<file path="src/erot_pkg.sv">
`default_nettype none
package erot_pkg;

    // register index within the configuration space (byte address / 4)
    typedef enum logic [1:0] {
        REG_ANGLE_X = 2'd0,
        REG_ANGLE_Y = 2'd1,
        REG_ANGLE_Z = 2'd2
    } t_reg_idx;

    typedef enum logic [1:0] {
        CS_IDLE,
        CS_FOLD,
        CS_ITER
    } t_cst;

    typedef struct packed {
        logic busy;
        logic done;
    } t_cordic_stat;

    typedef logic signed [32:0] t_coef;

    localparam int CORDIC_STEPS = 30;
    localparam logic signed [34:0] Q30_PI      = 35'sd3373259426;
    localparam logic signed [34:0] Q30_TWO_PI  = 35'sd6746518852;
    localparam logic signed [34:0] Q30_HALF_PI = 35'sd1686629713;
    localparam logic signed [33:0] CORDIC_GAIN_INV = 34'sd652032874;
    localparam logic signed [33:0] Q30_ONE = 34'sd1073741824;

    // atan(2^-i) * 2^30, rounded
    function automatic logic signed [34:0] atan_q30(input logic [4:0] i);
        logic signed [34:0] r;
        r = '0;
        case (i)
            5'd0:  r = 35'sd843314857;
            5'd1:  r = 35'sd497837829;
            5'd2:  r = 35'sd263043837;
            5'd3:  r = 35'sd133525159;
            5'd4:  r = 35'sd67021687;
            5'd5:  r = 35'sd33543516;
            5'd6:  r = 35'sd16775851;
            5'd7:  r = 35'sd8388437;
            5'd8:  r = 35'sd4194283;
            5'd9:  r = 35'sd2097149;
            5'd10: r = 35'sd1048576;
            5'd11: r = 35'sd524288;
            5'd12: r = 35'sd262144;
            5'd13: r = 35'sd131072;
            5'd14: r = 35'sd65536;
            5'd15: r = 35'sd32768;
            5'd16: r = 35'sd16384;
            5'd17: r = 35'sd8192;
            5'd18: r = 35'sd4096;
            5'd19: r = 35'sd2048;
            5'd20: r = 35'sd1024;
            5'd21: r = 35'sd512;
            5'd22: r = 35'sd256;
            5'd23: r = 35'sd128;
            5'd24: r = 35'sd64;
            5'd25: r = 35'sd32;
            5'd26: r = 35'sd16;
            5'd27: r = 35'sd8;
            5'd28: r = 35'sd4;
            5'd29: r = 35'sd2;
            default: r = '0;
        endcase
        return r;
    endfunction

    // Q.30 product, round half up
    function automatic logic signed [31:0] qmul(input logic signed [31:0] a,
                                                input logic signed [31:0] b);
        logic signed [63:0] p;
        p = a * b + 64'sd536870912;
        return p[61:30];
    endfunction

endpackage
`default_nettype wire

</file>
<file path="src/erot_cordic.sv">
`default_nettype none
module erot_cordic
    import erot_pkg::*;
(
    input  wire logic               i_clk,
    input  wire logic               i_rst_n,
    input  wire logic               i_start,
    input  wire logic signed [31:0] i_angle,
    output t_cordic_stat            o_stat,
    output logic signed [31:0]      o_sin,
    output logic signed [31:0]      o_cos
);

    t_cst r_state, n_state;
    logic [4:0] r_cnt;
    logic signed [34:0] r_a;
    logic signed [33:0] r_x, r_y;
    logic r_flip;
    logic r_done;
    logic last;
    logic signed [34:0] wide;
    logic signed [34:0] red;
    logic signed [33:0] xs, ys, cx;

    always_comb begin
        n_state = r_state;
        unique case (r_state)
            CS_IDLE: if (i_start) n_state = CS_FOLD;
            CS_FOLD: n_state = CS_ITER;
            CS_ITER: if (last) n_state = CS_IDLE;
            default: n_state = CS_IDLE;
        endcase
        if (i_start) n_state = CS_FOLD;
    end

    always_comb begin
        last = (r_state == CS_ITER) && (r_cnt == 5'(CORDIC_STEPS - 1));
        o_stat.busy = (r_state != CS_IDLE);
        o_stat.done = r_done;
    end

    always_comb begin
        wide = {{1{i_angle[31]}}, i_angle, 2'b00};
        red = wide;
        if (wide > Q30_PI) red = wide - Q30_TWO_PI;
        else if (wide < -Q30_PI) red = wide + Q30_TWO_PI;
        xs = r_x >>> r_cnt;
        ys = r_y >>> r_cnt;
        cx = r_flip ? -r_x : r_x;
    end

    always_ff @(posedge i_clk) begin
        if (!i_rst_n) begin
            r_state <= CS_IDLE;
            r_done  <= 1'b0;
        end else begin
            r_state <= n_state;
            r_done  <= last && !i_start;
        end
    end

    always_ff @(posedge i_clk) begin
        if (i_start) begin
            r_a <= red;
        end else if (r_state == CS_FOLD) begin
            r_x    <= CORDIC_GAIN_INV;
            r_y    <= '0;
            r_cnt  <= '0;
            r_flip <= 1'b0;
            if (r_a > Q30_HALF_PI) begin
                r_a    <= Q30_PI - r_a;
                r_flip <= 1'b1;
            end else if (r_a < -Q30_HALF_PI) begin
                r_a    <= -Q30_PI - r_a;
                r_flip <= 1'b1;
            end
        end else if (r_state == CS_ITER) begin
            r_cnt <= r_cnt + 5'd1;
            if (r_a >= 0) begin
                r_x <= r_x - ys;
                r_y <= r_y + xs;
                r_a <= r_a - atan_q30(r_cnt);
            end else begin
                r_x <= r_x + ys;
                r_y <= r_y - xs;
                r_a <= r_a + atan_q30(r_cnt);
            end
        end
    end

    // clamp to the unit range
    always_comb begin
        if (r_y > Q30_ONE) o_sin = 32'sd1073741824;
        else if (r_y < -Q30_ONE) o_sin = -32'sd1073741824;
        else o_sin = r_y[31:0];
        if (cx > Q30_ONE) o_cos = 32'sd1073741824;
        else if (cx < -Q30_ONE) o_cos = -32'sd1073741824;
        else o_cos = cx[31:0];
    end

endmodule
`default_nettype wire

</file>
<file path="config.mk">
export PLATFORM = sky130hd
export DESIGN_NAME = erot_cordic
export DESIGN_NICKNAME = d
export VERILOG_FILES = /design/src/erot_pkg.sv /design/src/erot_cordic.sv
export SDC_FILE = /design/constraint.sdc
export NUM_CORES = 1
export LEC_CHECK = 0
export ABC_AREA = 1
export CORE_AREA = 3 3 231 233
export CTS_BUF_LIST = sky130_fd_sc_hd__clkbuf_16
export DETAILED_ROUTE_END_ITERATION = 10
export DIE_AREA = 0 0 234 236
export DONT_BUFFER_PORTS = 1
export PLACE_DENSITY = 0.66
export SKIP_LAST_GASP = 1
export SLEW_MARGIN = 30
export SYNTH_ARGS = -nofsm -noshare
export SYNTH_HDL_FRONTEND = slang
export SYNTH_SLANG_ARGS = --single-unit
</file>
<file path="constraint.sdc">
create_clock -name i_clk -period 7.8 [get_ports i_clk]
set_input_delay 0.39 -clock i_clk [delete_from_list [all_inputs] [get_ports i_clk]]
set_output_delay 0.39 -clock i_clk [all_outputs]
set_load 0.005 [all_outputs]
</file>
==> Word level (Yosys, flattened, before mapping) <==
Memories as Yosys holds them, arrays and structs flattened. A register that Yosys moved wholly into a read port is not among the register bits.
Cells that the tools add are included.
{ "totals": {"inputBits": 35, "word_cells": 90, "regBits": 112, "romBits": 1920, "out_inout_bits": 66, "n_memories": 2} }
{ "op_classes": {"n_bitwise": 3, "add_sub_neg": 12, "n_shift": 2, "n_reduce_logical": 13, "n_eq_ne": 7, "magnitude_cmp": 9, "muxes": 34} }
{ "mem_list": {"columns": ["name", "words", "width", "rd", "rd_ports_with_merged_regs", "write_ports", "line", "source"], "rows": [
  ["(name not given)", 32, 30, 1, 1, 0, "erot_pkg.sv:35", "case (i)"],
  ["(name not given)", 32, 30, 1, 1, 0, "erot_pkg.sv:35", null]
]} }
{ "op_table": {"columns": ["operator", "count"], "rows": [
  ["$mux 35", 16],
  ["$mux 34", 5],
  ["$mux 32", 4],
  ["$sub 33x35->35 const A", 2],
  ["$add 34x34->34", 2],
  ["$gt 34x32->1 const B", 2],
  ["$lt 34x31->1 const B", 2],
  ["$sshr 34x5->34", 2],
  ["$sub 34x34->34", 2],
  ["$add 34x34->35 const B", 1],
  ["$add 35x35->35", 1],
  ["$ge 35x1->1 const B", 1],
  ["$gt 35x32->1 const B", 1],
  ["$lt 35x32->1 const B", 1],
  ["$sub 34x34->35 const B", 1],
  ["$sub 35x35->35", 1],
  ["$gt 34x33->1 const B", 1],
  ["$lt 34x33->1 const B", 1],
  ["$neg 34->34", 1],
  ["$mux 5", 5],
  ["$reduce_and 2->1", 5],
  ["$pmux 2 s3", 1],
  ["$add 5x1->5 const B", 1],
  ["$eq 5x5->1 const B", 1],
  ["14 further kinds", 20]
]} }

==> Logic depth before layout (Yosys ltp) <==
Gate-level depths: netlist of the first run.
{ "logic_depth": {"depth_word": 10, "depth_mapped": 35, "depth_no_buf": 32} }

==> Least setup slack after synthesis of the first run <==
Ideal clock, no wire load.
{ "synth_path": {"path_type": "flip-flop to flip-flop", "startpoint": "register r_state[0]", "endpoint": "register (tool-made name)", "n_path_buf": 0, "setup_slack_ns": 3.347, "arrival_ns": 4.298, "stages_incl_launch_ff": 14, "synth_period_minus_slack_ns": 4.453, "required_ns": 7.645, "setup_time_ns": 0.155, "cell_sequence": "dfxtp_1 -> inv_1 -> ha_1 -> nand2_1 -> clkinv_1 -> o21ai_0 -> inv_1 -> ha_1 -> inv_1 -> nor2_1 -> inv_1 -> nand2_1 -> nand2_1 -> o311ai_0"} }
{ "synth_lines": {"columns": ["element", "line", "source"], "rows": [
  ["start: declaration", "erot_cordic.sv:14", "t_cst r_state, n_state;"],
  ["start signal: assignment", "erot_cordic.sv:57", "r_state <= n_state;"]
]} }

==> Worst setup path after layout of the first run <==
{ "layout_path": {"startpoint": "register r_cnt[1]", "endpoint": "register r_y[24] (data pin)"} }
{ "layout_via": {"elab_chain_len": 4, "elab_cells_between_ends": 5, "classes_between": "2 x add/sub; 1 x shift; 2 x mux"} }
{ "layout_rtl": {"columns": ["element", "line", "source"], "rows": [
  ["start: declaration", "erot_cordic.sv:15", "logic [4:0] r_cnt;"],
  ["start signal: assignment", "erot_cordic.sv:78", "r_cnt <= r_cnt + 5'd1;"],
  ["$sshr 34x5->34 *", "erot_cordic.sv:47", "xs = r_x >>> r_cnt;"],
  ["$sub 34x34->34 / $add 34x34->34 (equally long branches)", "erot_cordic.sv:85, erot_cordic.sv:81", null],
  ["$mux 34 *", "erot_cordic.sv:79", "if (r_a >= 0) begin"],
  ["$mux 34 *", "erot_cordic.sv:77", "end else if (r_state == CS_ITER) begin"],
  ["end signal: assignment", "erot_cordic.sv:81", "r_y <= r_y + xs;"],
  ["end signal: assignment", "erot_cordic.sv:85", "r_y <= r_y - xs;"],
  ["end: declaration", "erot_cordic.sv:17", "logic signed [33:0] r_x, r_y;"]
]} }
Mark *: on every way between the ends. The rest lies on a longest branch, timed or not. The select of a mux whose other input is x is not followed.
A chain may end at the register's enable or synchronous reset.

==> qor.txt, run 1 <==
====================================================================================
Syn avg cell area .....................................................   5.77 sq um
Port Buf Inserts ......................................................            0
Number of global-route vias before repair .............................        24800
Placed cell area ...................................................... 0.0241 sq mm
Worst-margin pin slew .................................................     0.935 ns
Part of the cycle the worst path needs ................................        74.6%
Hold/Removal Path Class ...............................................       in2reg
Largest net degree at the start of global routing .....................           82
Total Neg Setup Slack .................................................         0 ns
Most common cell after layout, fill and taps aside .................... sky130_fd_sc_hd__nand2_1
Worst endpoint data arrival time ......................................      6.07 ns
Clk sink count ........................................................          142
Routability congestion estimate .......................................         1.01
Max_cap viols .........................................................            0
Antenna violations before repair ......................................            0
Most used cells in the layout excluding fill and tap cells ............ sky130_fd_sc_hd__nand2_1 (1085), sky130_fd_sc_hd__nand3_1 (558), sky130_fd_sc_hd__inv_1 (434)
HPWL Detailed .........................................................     66500 um
Fill cell count .......................................................         5668
Final setup viols .....................................................            0
Fraction of layout cells with a size suffix above 1 ...................        3.61%
Vertical die dimension ................................................       236 um
Worst clock skew ......................................................    0.0171 ns
Std cell rows .........................................................           83
Avg WL per Cell .......................................................      18.1 um
Grt peak-use layer ....................................................         met2
Main area contributors after synthesis ................................ sky130_fd_sc_hd__nand2_1 (17%), sky130_fd_sc_hd__edfxtp_1 (14%), sky130_fd_sc_hd__nand3_1 (12%)
Detailed-routing iteration count for the pre-antenna-repair pass ......            5
Post-route standard cell area excluding fillers ....................... 0.0247 sq mm
Cell mode on critical path ............................................ sky130_fd_sc_hd__nand2_1
Clock latency reported for the late side of the worst-skew pair .......      0.50 ns
Ant diodes ............................................................            0
Largest vdd supply drop ...............................................   0.000294 V
Final critical-path required period ...................................      5.82 ns
Total Die Area ........................................................ 0.0552 sq mm
Count of flip-flops with a built-in enable after synthesis ............          109
Remaining antenna violation count .....................................            0
Number of buffers added by the clock tree synthesis step ..............           17
Biggest area consumer among synthesized cells ......................... sky130_fd_sc_hd__nand2_1
Worst hold slack ......................................................    0.0577 ns
Kind of cell adding the most delay to the critical path ............... compound AO/OA/AOI/OAI gates
Most common flop cell mapped by yosys ................................. sky130_fd_sc_hd__edfxtp_1
Number of H-tree branching levels .....................................            4
DRC marker count from the first detailed-route iteration ..............         2547
Worst rel slew slack ..................................................        37.7%
TritonCTS clock tree ..................................................          yes
I/O pin count .........................................................          101
Warnings, synthesis ...................................................            0
Global Route met2 Usage ...............................................        50.1%
Maximum clock path buffer count .......................................            2
#FFs+latches synth ....................................................          142
Proportion of synthesized flip-flops having asynchronous set or reset .           0%
Cell leakage power ....................................................      11.7 nW
Global routing met1 resource utilization ..............................        38.9%
Post-synth cell types .................................................           63
Setup CP Type .........................................................      reg2reg
Biggest cell delay along the critical path ............................      0.57 ns
Portion of synthesized cell area occupied by the leading cell type ....        17.2%
Seq/Total Area, Yosys .................................................        16.6%
Outcome ............................................................... finished clean
Cell type of the slowest stage on the worst timing path ............... sky130_fd_sc_hd__buf_4
Grt met3 use ..........................................................        4.32%
Post-detailed-route via-to-cell ratio .................................         5.84
Maximum clock rate ....................................................      172 MHz
Worst endpoint required time ..........................................      8.06 ns
Placeable core region ................................................. 0.0514 sq mm
Post-Synthesis Net Count ..............................................         4297
First-pass GRT wire length ............................................    133000 um
Clock Pin Slew Worst Setup and Hold Paths .............................      0.08 ns
Kind of end point of the critical path ................................    flip-flop
Wirelength, routed ....................................................     85000 um
# DRC .................................................................            0
Count of nets after finishing .........................................         4193
Fin. Hold Viols .......................................................            0
Setup repair after global routing missed its margin ...................        false
Cell Pwr Density ......................................................  373 mW/mm^2
Width of the chip .....................................................       234 um
Setup crit start kind .................................................    flip-flop
Vias after detailed routing ...........................................        27400
Area overhead of the layout relative to synthesis .....................        4.21%
Total gr overflow .....................................................            0
Syn Std Cell Area ..................................................... 0.0237 sq mm
Effective utilization at floorplan ....................................        46.1%
Overall track demand over capacity in global routing ..................        30.2%
Master cell of the clock root buffer .................................. sky130_fd_sc_hd__clkbuf_16
Cells after synthesis .................................................         4105
CP Buf/Inv Count ......................................................            4
Number of cells upsized or downsized after cts ........................            0
Max-slew violation count ..............................................            0
Maximum fanout encountered on the critical timing path ................           68
====================================================================================
worst register-to-register path, delay by kind of cell (launching register included):
family          cells  cell delay [ns]
fa+ha+maj           2             0.81
buf+inv             4             1.54
simple gates       12             1.14
flops               1             0.32
compound gates      7             1.78
per-layer routing:
metal / part of all wire [%] / wire, um
met3: 6.4 / 5400
met4: 4.3 / 3660
met5: 0 / 0
met1: 43 / 36500
met2: 46 / 39400
path summary, 6_finish.rpt:
kind | from | endpoint | slack (ns) | cells after the start
setup / recovery | r_cnt[1] | r_y[24] | 1.98 | 25
hold / removal | i_rst_n | r_state[1] | 0.06 | 2
setup reg to reg | r_cnt[1] | r_y[24] | 1.98 | 25
hold reg to reg | r_state[1] | r_state[1] | 0.53 | 2
cell families after synthesis:
| group | synth area share (%) |
|---|---|
| AND/OR/NAND/NOR | 41.9 |
| adder cells (fa/ha/maj) | 8.39 |
| flip-flops | 16.6 |
| XOR/XNOR | 4.92 |
| buffers and inverters | 10.0 |
| AO/OA/AOI/OAI | 18.2 |
stage by stage:
step	cells	utilization, %	worst slack (ns)	power (mW)
2_1_floorplan	4105	-	3.35	6.46
3_3_place_gp	4659	46.8	2.13	8.18
3_5_place_dp	4659	46.8	2.07	8.20
4_1_cts	4693	48.0	2.06	9.11
5_1_grt	4694	48.0	1.38	10.2
6_report	4694	48.0	1.98	9.20
layout make-up:
type	count	area, sq um	area share (%)
clock inverter	11	73.8	0.299
tap	680	851	3.45
sequential	142	3930	15.9
inverter	455	1710	6.93
clock buffer	21	526	2.13
multi-input combinational	3359	17400	70.4
timing repair buffer	26	208	0.841
Yosys cell counts (18+ instances only):
cell and number:
sky130_fd_sc_hd__a21boi_0 24, sky130_fd_sc_hd__a21oi_1 300, sky130_fd_sc_hd__a31oi_1 36, sky130_fd_sc_hd__buf_1 26, sky130_fd_sc_hd__buf_2 39, sky130_fd_sc_hd__clkbuf_1 73
sky130_fd_sc_hd__dfxtp_1 33, sky130_fd_sc_hd__edfxtp_1 109, sky130_fd_sc_hd__ha_1 154, sky130_fd_sc_hd__inv_1 433, sky130_fd_sc_hd__nand2_1 1086, sky130_fd_sc_hd__nand2_2 20
sky130_fd_sc_hd__nand3_1 558, sky130_fd_sc_hd__nand4_1 67, sky130_fd_sc_hd__nor2_1 430, sky130_fd_sc_hd__nor3_1 60, sky130_fd_sc_hd__nor4_1 25, sky130_fd_sc_hd__o21a_1 20
sky130_fd_sc_hd__o21ai_0 258, sky130_fd_sc_hd__o21ai_1 23, sky130_fd_sc_hd__or2_2 18, sky130_fd_sc_hd__xnor2_1 31, sky130_fd_sc_hd__xor2_1 102
power by group:
part / switching, mW / leakage (nW) / internal (mW)
clock: 0.376 / 0.305 / 0.481
combinational: 4.54 / 10.0 / 2.28
sequential: 0.383 / 1.31 / 1.14
total: 5.30 / 11.7 / 3.90
repair_timing:
| item | 4_1_cts | 5_1_grt |
|---|---|---|
| hold endpoints to repair | 1 | 0 |
| setup buffers | 0 | 0 |
| hold buffers | 2 | 0 |
Power figures use the tool's default switching activity.
==> run 2: changes to the inputs <==
ABC_AREA = 0   (was 1)
CORE_AREA = 3 3 226 228   (was 3 3 231 233)
DIE_AREA = 0 0 229 231   (was 0 0 234 236)
PLACE_DENSITY = 0.68   (was 0.66)
clock period = 5.3 ns   (was 7.8 ns; I/O delays follow)
==> run 2 against run 1 <==
Against the previous run:
- worst setup slack got worse by 2.5 ns
- register-to-register slack lost 2.5 ns
- largest cell class unchanged
- die area shrank 4.2%
- sequential cell count unchanged
- fmax up 0.41%
- the flow now finishes with violations (setup timing)
==> qor.txt, run 2 <==
====================================================================================
Total Die Area ........................................................ 0.0529 sq mm   -4.2%
Syn avg cell area .....................................................   7.94 sq um   +38%
Antenna violations before repair ......................................            2   +2
Most frequently used cell type in the post-synthesis netlist .......... sky130_fd_sc_hd__nand2_1
Maximum clock rate ....................................................      173 MHz   +0.41%
Routability congestion estimate .......................................         1.01   -0.94%
Main area contributors after synthesis ................................ sky130_fd_sc_hd__edfxtp_1 (15%), sky130_fd_sc_hd__ha_1 (8.6%), sky130_fd_sc_hd__mux4_2 (7.4%)
Post-detailed-route via-to-cell ratio .................................         6.35   +8.9%
Cells after synthesis .................................................         2838   -31%
Fraction of layout cells with a size suffix above 1 ...................        29.0%   +25 points
Cell leakage power ....................................................      12.3 nW   +5.2%
Worst-margin pin slew .................................................     0.846 ns   -0.0885 ns
Portion of synthesized cell area occupied by the leading cell type ....        14.5%   -2.7 points
Area overhead of the layout relative to synthesis .....................        29.1%
Kind of end point of the critical path ................................    flip-flop
Port Buf Inserts ......................................................            0   unchanged
Number of global-route vias before repair .............................        24300   -1.8%
Count of flip-flops with a built-in enable after synthesis ............          109   unchanged
Post-Synthesis Net Count ..............................................         3030   -29%
Placement Setup Slack .................................................    -0.540 ns   -2.61 ns
Maximum fanout encountered on the critical timing path ................            8   -88%
Detailed-routing iteration count for the pre-antenna-repair pass ......            7   +2
DRC marker count from the first detailed-route iteration ..............         2346   -7.9%
Max-slew violation count ..............................................            0   unchanged
Worst endpoint data arrival time ......................................      6.02 ns   -0.05 ns
Effective utilization at floorplan ....................................        45.9%   -0.15 points
Worst clock skew ......................................................    0.0184 ns   +0.00125 ns
First-pass GRT wire length ............................................    135000 um   +1.4%
Placeable core region ................................................. 0.0491 sq mm   -4.6%
Worst rel slew slack ..................................................        42.1%   +4.4 points
Overall track demand over capacity in global routing ..................        32.3%   +2.1 points
Wirelength, routed ....................................................     88600 um   +4.2%
#FFs+latches synth ....................................................          142   unchanged
TritonCTS clock tree ..................................................          yes
Max_cap viols .........................................................            0   unchanged
Number of H-tree branching levels .....................................            4   unchanged
Maximum clock path buffer count .......................................            2   unchanged
Vias after detailed routing ...........................................        25200   -7.9%
Clock latency reported for the late side of the worst-skew pair .......      0.50 ns   about the same
Overall power of the completed layout .................................      17.6 mW   +91%
Violations in the final reports ....................................... setup timing
Cell Pwr Density ......................................................  604 mW/mm^2   +62%
Setup CP Type .........................................................      reg2reg
Most common flop cell mapped by yosys ................................. sky130_fd_sc_hd__edfxtp_1
Remaining antenna violation count .....................................            0   unchanged
Master cell of the clock root buffer .................................. sky130_fd_sc_hd__clkbuf_16
Top cell types by occurrence after synthesis .......................... sky130_fd_sc_hd__nand2_1 (246), sky130_fd_sc_hd__nor2_1 (243), sky130_fd_sc_hd__a21oi_1 (212)
Biggest area consumer among synthesized cells ......................... sky130_fd_sc_hd__edfxtp_1
Setup repair after global routing missed its margin ...................         true
Count of nets after finishing .........................................         3483   -17%
Final critical-path required period ...................................      5.79 ns   -0.0240 ns
Worst endpoint required time ..........................................      5.53 ns   -2.53 ns
# DRC .................................................................            0   unchanged
Final setup viols .....................................................           30   +30
Std cell rows .........................................................           81   -2.4%
Largest net degree at the start of global routing .....................           80   -2.4%
HPWL Detailed .........................................................     68100 um   +2.4%
Most used cells in the layout excluding fill and tap cells ............ sky130_fd_sc_hd__buf_4 (581), sky130_fd_sc_hd__nand2_1 (240), sky130_fd_sc_hd__nor2_1 (239)
Warnings, synthesis ...................................................            0   unchanged
Clock Pin Slew Worst Setup and Hold Paths .............................      0.08 ns   about the same
Vertical die dimension ................................................       231 um   -2.1%
Avg WL per Cell .......................................................      22.3 um   +23%
Number of buffers added by the clock tree synthesis step ..............           17   unchanged
Width of the chip .....................................................       229 um   -2.1%
Seq/Total Area, Yosys .................................................        17.5%   +0.85 points
Clk sink count ........................................................          142   unchanged
Total gr overflow .....................................................            0   unchanged
Syn Std Cell Area ..................................................... 0.0225 sq mm   -4.9%
Final WS setup ........................................................    -0.491 ns   -2.48 ns
Hold/Removal Path Class ...............................................       in2reg
Total Neg Setup Slack .................................................     -7.86 ns   -7.86 ns
I/O pin count .........................................................          101   unchanged
Largest vdd supply drop ...............................................   0.000502 V   +71%
Outcome ............................................................... finished, violations left
Fin. Hold Viols .......................................................            0   unchanged
Most common cell after layout, fill and taps aside .................... sky130_fd_sc_hd__buf_4
Post-synth cell types .................................................           95   +51%
Proportion of synthesized flip-flops having asynchronous set or reset .           0%   unchanged
Part of the cycle the worst path needs ................................         109%   +35 points
Setup crit start kind .................................................    flip-flop
====================================================================================
run 2: cells by family (layout without fill, tap and decap cells):
family          Yosys count  after routing  share of synthesized area (%)
fa+ha+maj               157            157                           8.82
simple gates            934            934                           20.7
buf+inv                 289            755                           5.51
flops                   142            142                           17.5
mux                     174            174                           12.2
xor+xnor                250            250                           9.72
other cells               0              2                              0
compound gates          892            892                           25.7
run 2: layout make-up:
cell class / instances / area, sq um
inverters: 99 / 373
flip-flops and latches: 142 / 3930
well taps: 664 / 831
clock inverters: 15 / 133
repair buffers: 624 / 4990
fillers: 4393 / 20000
multi-input cells: 2407 / 18400
clock buffers: 17 / 425
diodes: 2 / 5.00
run 2: path summary, 6_finish.rpt:
kind         startpoint    endpoint  slack (ns)  cells past startpoint
max            r_cnt[1]     r_y[32]       -0.49                     24
min             i_start     r_a[11]        0.05                      2
max reg2reg    r_cnt[1]     r_y[32]       -0.49                     24
min reg2reg  r_state[0]  r_state[0]        0.71                      3
run 2: critical path, cell delays in order, from the launching register on:
cell	delay (ns)
sky130_fd_sc_hd__edfxtp_1	0.41
sky130_fd_sc_hd__buf_4	0.16
sky130_fd_sc_hd__buf_4	0.13
sky130_fd_sc_hd__buf_12	0.14
sky130_fd_sc_hd__mux4_2	0.46
sky130_fd_sc_hd__mux2_4	0.35
sky130_fd_sc_hd__a221o_1	0.37
sky130_fd_sc_hd__a21oi_2	0.20
sky130_fd_sc_hd__ha_2	0.22
sky130_fd_sc_hd__nand2_2	0.07
sky130_fd_sc_hd__or4_4	0.48
sky130_fd_sc_hd__o21ai_2	0.17
sky130_fd_sc_hd__xor2_1	0.20
sky130_fd_sc_hd__ha_1	0.31
sky130_fd_sc_hd__and2_4	0.18
sky130_fd_sc_hd__nand4_1	0.09
sky130_fd_sc_hd__a21oi_2	0.06
sky130_fd_sc_hd__a2111oi_4	0.35
sky130_fd_sc_hd__buf_4	0.20
sky130_fd_sc_hd__o31ai_4	0.06
sky130_fd_sc_hd__a311o_1	0.27
sky130_fd_sc_hd__a21o_1	0.21
sky130_fd_sc_hd__a41oi_2	0.20
sky130_fd_sc_hd__xor2_1	0.16
sky130_fd_sc_hd__nor2_1	0.06
run 2: layer usage:
metal / up-vias / global-route usage, % / part of all wire, %
met5: - / 0 / 0
met4: 0 / 15.0 / 4.6
met3: 257 / 5.33 / 7.3
met2: 1156 / 55.0 / 48
met1: 12200 / 40.0 / 40
li1: 11600 / - / -
run 2: per-stage QoR:
step	hold WS (ns)	std cells	utilization, %	area [sq um]
after global placement	0.348	3862	55.1	27000
final	0.0470	3970	59.3	29100
after global routing	0.0275	3969	59.3	29100
after CTS	0.00173	3940	58.1	28500
after detailed placement	0.359	3862	55.1	27000
after floorplan	0.382	2838	-	22800
run 2: repair_timing:
action,4_1_cts,5_1_grt
cloned,1,1
setup buffers,45,33
setup endpoints to repair,31,75
hold buffers,5,0
resized for setup,116,95
endpoints found under the hold margin,30,0
pin swaps,108,74
run 2: report_power, final:
group / switching [mW] / total (mW) / leakage [nW] / internal [mW]
sequential: 0.412 / 2.18 / 1.31 / 1.77
combinational: 7.59 / 14.2 / 10.7 / 6.59
clock: 0.539 / 1.22 / 0.283 / 0.679
